$ cat config.mk
export PLATFORM = sky130hd
export DESIGN_NAME = task_wakeup_timer_unit
export DESIGN_NICKNAME = d
export VERILOG_FILES = /design/src/rtl/twu_pkg.sv /design/src/rtl/twu_cell.sv /design/src/rtl/task_wakeup_timer_unit.sv
export SDC_FILE = /design/constraint.sdc
export NUM_CORES = 2
export LEC_CHECK = 0
export ABC_AREA = 0
export BUFFER_PORTS_ARGS = -buffer_cell sky130_fd_sc_hd__buf_2
export CAP_MARGIN = 20
export CORE_MARGIN = 10
export CORE_UTILIZATION = 49
export DETAILED_ROUTE_END_ITERATION = 6
export GPL_TIMING_DRIVEN = 0
export SLEW_MARGIN = 15
export SYNTH_ARGS = -nofsm -noshare
export SYNTH_HDL_FRONTEND = slang
export SYNTH_SLANG_ARGS = --single-unit
$ cat constraint.sdc
create_clock -name clk -period 4.6 [get_ports clk]
set_input_delay 0.46 -clock clk [delete_from_list [all_inputs] [get_ports clk]]
set_output_delay 0.46 -clock clk [all_outputs]
set_load 0.05 [all_outputs]
$ cat src/rtl/twu_pkg.sv
`timescale 1ns / 1ps

package twu_pkg;

  localparam int NUM_TASKS = 32;
  localparam int SLOT_W    = $clog2(NUM_TASKS);

  localparam logic [1:0] REQ_TICK  = 2'd0;
  localparam logic [1:0] REQ_TIME  = 2'd1;
  localparam logic [1:0] REQ_DELAY = 2'd2;
  localparam logic [1:0] REQ_UNTIL = 2'd3;

  localparam logic KIND_WAKE = 1'b0;
  localparam logic KIND_TIME = 1'b1;

  typedef struct packed {
    logic [1:0]  req_type;
    logic [4:0]  task_id;
    logic [31:0] amount;
  } req_t;

  typedef struct packed {
    logic        reply_kind;
    logic [4:0]  dest_task;
    logic [31:0] time_value;
    logic        is_last;
  } reply_t;

  typedef struct packed {
    logic        armed;
    logic [31:0] wake_time;
  } slot_t;

  typedef struct packed {
    logic shift;
    logic wr;
  } cell_ctl_t;

endpackage

$ cat src/rtl/twu_cell.sv
`timescale 1ns / 1ps

module twu_cell import twu_pkg::*; (
  input  logic        clk,
  input  logic        rst,
  input  cell_ctl_t   ctl,
  input  slot_t       shift_in,
  input  logic [31:0] wr_time,
  input  logic [31:0] tick_count,
  output slot_t       slot,
  output logic        due
);

  logic        armed;
  logic [31:0] wake_time;

  always_ff @(posedge clk) begin
    if (rst) begin
      armed <= 1'b0;
    end else if (ctl.wr) begin
      armed <= 1'b1;
    end else if (ctl.shift) begin
      armed <= shift_in.armed;
    end
  end

  always_ff @(posedge clk) begin
    if (ctl.wr) begin
      wake_time <= wr_time;
    end else if (ctl.shift) begin
      wake_time <= shift_in.wake_time;
    end
  end

  assign slot.armed     = armed;
  assign slot.wake_time = wake_time;
  assign due            = armed && (wake_time <= tick_count);

endmodule

$ cat src/rtl/task_wakeup_timer_unit.sv
`timescale 1ns / 1ps
// Task wakeup timer: a tick counter and one alarm slot per task.
// The req channel takes one request per transfer: a tick, a time query,
// a relative delay or a delay until an absolute time. The reply channel
// returns wake notices and time answers, one per transfer, with is_last set
// on the final reply that a request causes; a request may cause none.
// The slots sit in a ring of NUM_TASKS cells that rotates by one position
// each scan step, so the head cell sees the slots in ascending order and one
// comparison per cycle decides whether that slot wakes, unless a due slot stalls.
// A request runs a scan of all NUM_TASKS slots and then an apply state; the
// block accepts the next request only once it is back in idle, so it takes
// no new request before it is through with the last one (req_ready is low).
// Replies pass through an output register; while it is full and not taken,
// the scan holds on any slot that is due, so a stalled receiver only delays
// the request. Reset clears the counter, disarms every slot and empties the
// output register; the block is ready in the first cycle after reset.
module task_wakeup_timer_unit import twu_pkg::*; (
  input  logic   clk,
  input  logic   rst,
  input  logic   req_valid,
  output logic   req_ready,
  input  req_t   req,
  output logic   reply_valid,
  input  logic   reply_ready,
  output reply_t reply
);

  localparam logic [1:0] ST_IDLE  = 2'd0;
  localparam logic [1:0] ST_SCAN  = 2'd1;
  localparam logic [1:0] ST_APPLY = 2'd2;

  logic [1:0]        state;
  logic [SLOT_W-1:0] scan_cnt;
  logic [31:0]       tick_count;
  req_t              cur;

  slot_t             slots [NUM_TASKS];
  logic [NUM_TASKS-1:0] due_vec;
  cell_ctl_t         ctls  [NUM_TASKS];

  logic        can_emit;
  logic        head_due;
  logic        others_due;
  logic        step;
  logic        emit_wake;
  logic        emit_time;
  logic        do_write;
  logic [31:0] wr_time;
  logic [31:0] idx_wide;
  slot_t       tail_in;

  assign req_ready  = (state == ST_IDLE);
  assign can_emit   = !reply_valid || reply_ready;
  assign head_due   = due_vec[0];
  assign others_due = |due_vec[NUM_TASKS-1:1];
  assign step       = (state == ST_SCAN) && (!head_due || can_emit);
  assign emit_wake  = step && head_due;
  assign emit_time  = (state == ST_APPLY) && (cur.req_type == REQ_TIME) && can_emit;
  assign do_write   = (state == ST_APPLY)
                      && ((cur.req_type == REQ_DELAY) || (cur.req_type == REQ_UNTIL))
                      && (int'(cur.task_id) < NUM_TASKS);
  assign wr_time    = (cur.req_type == REQ_DELAY) ? tick_count + cur.amount : cur.amount;
  assign idx_wide   = 32'(scan_cnt);

  always_comb begin
    tail_in       = slots[0];
    tail_in.armed = slots[0].armed && !emit_wake;
  end

  for (genvar i = 0; i < NUM_TASKS; i++) begin : g_cell
    assign ctls[i].shift = step;
    assign ctls[i].wr    = do_write && (int'(cur.task_id) == i);

    twu_cell u_cell (
      .clk        (clk),
      .rst        (rst),
      .ctl        (ctls[i]),
      .shift_in   ((i == NUM_TASKS - 1) ? tail_in : slots[(i + 1) % NUM_TASKS]),
      .wr_time    (wr_time),
      .tick_count (tick_count),
      .slot       (slots[i]),
      .due        (due_vec[i])
    );
  end

  always_ff @(posedge clk) begin
    if (rst) begin
      state      <= ST_IDLE;
      scan_cnt   <= '0;
      tick_count <= '0;
    end else begin
      case (state)
        ST_IDLE: begin
          if (req_valid) begin
            state    <= ST_SCAN;
            scan_cnt <= '0;
          end
        end
        ST_SCAN: begin
          if (step) begin
            if (scan_cnt == SLOT_W'(NUM_TASKS - 1)) begin
              state <= ST_APPLY;
            end
            scan_cnt <= scan_cnt + 1'b1;
          end
        end
        ST_APPLY: begin
          if (cur.req_type == REQ_TICK) begin
            tick_count <= tick_count + 32'd1;
            state      <= ST_IDLE;
          end else if (cur.req_type == REQ_TIME) begin
            if (can_emit) begin
              state <= ST_IDLE;
            end
          end else begin
            state <= ST_IDLE;
          end
        end
        default: begin
          state <= ST_IDLE;
        end
      endcase
    end
  end

  always_ff @(posedge clk) begin
    if (req_valid && req_ready) begin
      cur <= req;
    end
  end

  always_ff @(posedge clk) begin
    if (rst) begin
      reply_valid <= 1'b0;
    end else if (emit_wake || emit_time) begin
      reply_valid <= 1'b1;
    end else if (reply_ready) begin
      reply_valid <= 1'b0;
    end
  end

  always_ff @(posedge clk) begin
    if (emit_wake) begin
      reply.reply_kind <= KIND_WAKE;
      reply.dest_task  <= idx_wide[4:0];
      reply.time_value <= tick_count;
      reply.is_last    <= !others_due && (cur.req_type != REQ_TIME);
    end else if (emit_time) begin
      reply.reply_kind <= KIND_TIME;
      reply.dest_task  <= cur.task_id;
      reply.time_value <= tick_count;
      reply.is_last    <= 1'b1;
    end
  end

endmodule

==> metrics.txt <==
area used by multi-input combinational logic=35,300 um^2; root buf cell=clkbuf_16; period utilisation layout=1.01; DRC=0; yosys warns=0; Post-Synthesis Cells=6,891; RSZ-0062 raised after global routing=no; Slew Limit Headroom=0.117; Cell Pwr Density=330 nW/um^2; Slew Viols, Final=0; CP max stage delay=1.00 ns; Primary FF master, synth=edfxtp_1; Least-Margin Pin Slew=1.32 ns; Fillers=12,500; WS Path Type=reg2reg; Layout Utilization=0.558; fraction of the mapped netlist area in simple logic gates=0.134; vias in the first global route=55,700; Remaining Overflow, GRT=0; FF+latch area=34,500 um^2; Die W=401 um; leak pwr=31.9 nW; Reg-to-Reg Start=cur[37]; H-tree depth=4; # clock sinks=1,174; Worst Hold Launch=req_valid; post-synth cell types=81; Routed WL=256 mm; Clock Skew=0.0363 ns; hold endpoint=state[0]; Async S/R FF share, synth=0; post-synthesis sequential area ratio=0.486; Hold Fails Final Rpt=0; largest family of logic cells by synthesized area=adder cells; DP Wirelength=192 mm; proportion of synthesized area in mux cells=0.00572; clock buffer depth=3; max-cap violation count=0; Compound-Gate Fraction of Synth Area=0.158; Max Freq=215 MHz; syn nets=7,993; placer congestion estimate=0.972; number of antenna violations at the first check in global routing=8; Setup crit start kind=register; adder-cell share of the synthesized area=0.187; r2r worst-path depth=7; Post-Syn Area=71,100 um^2; TritonCTS clock tree=yes; Worst-path clk slew=0.06 ns; GRT Total Usage=0.308; post-synthesis xor/xnor area fraction=0.00653; Seq cells post-synth=1,174; area grow syn2layout=12.9%; first-pass GRT wire length=370 mm; CP max-delay cell=edfxtp_1; vias per cell=6.33; final number of setup-violating endpoints=3; total die area=161,000 um^2; Total Nets Final=8,309; maximum vdd drop=0.306 mV; fin worst setup slack=-0.0479 ns; Detail Route Antenna Nets=0; critical path cell sequence=nand2b_1, clkbuf_1, buf_1, nor2_1, a21oi_1, clkbuf_1, o21ai_0; share of cells above drive strength 1=0.0738; failing checks=setup timing; flop2flop setup slack=-0.05 ns; routed len/inst=27.8 um; Crit. End Element=register; Worst Path Required=5.04 ns; post-route minimum period=4.65 ns; Worst path most repeated cell=clkbuf_1; WHS Path Cells=3; Initial DRT Pass Iterations=6; latest clock arrival within the worst-skew pair=0.78 ns; Tightest Hold Check Type=in2reg; initial DRC count=5,906; Vias=58,400; most frequent cells in the layout=nand2_1, o21ai_0, edfxtp_1; std cell rows=139; Cell Count Post-Placement=8,925; number of port buffers=82; worst endpoint data arrival time=5.09 ns; syn_area_per_cell=10.3 um^2; terminus of the critical flop-to-flop path=g_cell[18].u_cell.wake_time[9]; commonest non-fill, non-tap cell in the layout=nand2_1; Post-synth EDFFs=1,101; Die H=401 um; Ports=84; crit path max fanout=10; CTS buffer count=136; Finished Layout Cells=9,226; largest net degree at the start of global routing=36; Initial Utilization=0.494; status=finished with violations; core box area=144,000 um^2
metrics by stage:
stage          power [W]  hold slack [ns]  cell area (um^2)   TNS, ns  setup slack (ns)
2_1_floorplan     0.0143            0.434             71100         0             0.383
5_1_grt           0.0273            0.163             80300         0            0.0153
4_1_cts           0.0264           0.0810             80100         0           0.00678
6_report          0.0265            0.129             80300   -0.0874           -0.0479
3_5_place_dp      0.0154            0.478             75000  -1295.41             -1.50
3_3_place_gp      0.0153            0.450             73900  -4765.33             -3.19
synthesized netlist by cell type (all sizes together) (18+ instances only):
cell       n  area [um^2]
a211oi    45          338
a21o     153         1150
a21oi    507         2540
a221oi    24          210
and2      18          114
and3      20          125
and4      42          368
buf       23          128
clkbuf   324         1220
dfxtp     73         1460
edfxtp  1101        33100
ha      1058        13200
inv      101          379
mux2i     35          350
nand2   1191         4470
nand3    119          596
nand4    213         1350
nor2     282         1070
nor2b     64          403
nor3      47          240
nor4      37          238
o21ai   1162         5940
xnor2     39          342
how the worst max path moves through the flow:
stage	from	end	cells after the start
3_3_place_gp	tick_count[1]	g_cell[17].u_cell.wake_time[7]	14
6_report	cur[37]	g_cell[18].u_cell.wake_time[9]	7
3_5_place_dp	tick_count[28]	g_cell[17].u_cell.wake_time[14]	13
2_1_floorplan	tick_count[1]	g_cell[10].u_cell.wake_time[0]	14
4_1_cts	tick_count[31]	reply[0]	12
5_1_grt	cur[6]	g_cell[13].u_cell.wake_time[23]	12
power breakdown:
part           internal (W)  total (W)  switching [W]
Combinational      0.000829    0.00261        0.00178
Sequential           0.0123     0.0127       0.000392
Clock               0.00648     0.0111        0.00466
Total                0.0196     0.0265        0.00683
sequential cells by signal (all words and copies together) (netlist names):
signal                   count
cur                         39
reply                       39
reply_valid                  1
scan_cnt                     5
g_cell.u_cell.wake_time   1024
state                        2
g_cell.u_cell.armed         32
tick_count                  32
critical path: cells and delay by family (launching register included):
| kind | cells | cell delay, ns |
|---|---|---|
| buffers and inverters | 3 | 1.76 |
| AOI/OAI and AO/OA | 2 | 1.22 |
| DFF | 1 | 1.00 |
| and+or+nand+nor | 2 | 0.29 |
metal layers:
layer,wire [um],track usage
met1,108000,0.416
met2,112000,0.475
met3,24600,0.0724
met4,11700,0.125
met5,42,0
kinds of logic after synthesis:
group           count (synthesis)
compound gates               2011
xor+xnor                       53
fa+ha+maj                    1059
buf+inv                       448
flops                        1174
mux                            40
simple gates                 2106
what timing repair did:
action                                   CTS  global route
cloned                                     0             0
gates resized for setup                   71            28
hold buffers                              39             0
setup buffers                              0             3
pin swaps                                  2             3
endpoints found under the setup margin  1122          1015
endpoints found under the hold margin     39             0
area by class of cell:
cell class | count | share of cell area
clock buffers | 174 | 0.0465
clock inverters | 75 | 0.00926
inverters | 101 | 0.00569
diodes | 5 | 0.000156
well taps | 1903 | 0.0297
flip-flops and latches | 1174 | 0.430
plain buffers | 347 | 0.0174
multi-input cells | 5269 | 0.439
repair buffers | 178 | 0.0218
Power figures use the tool's default switching activity.
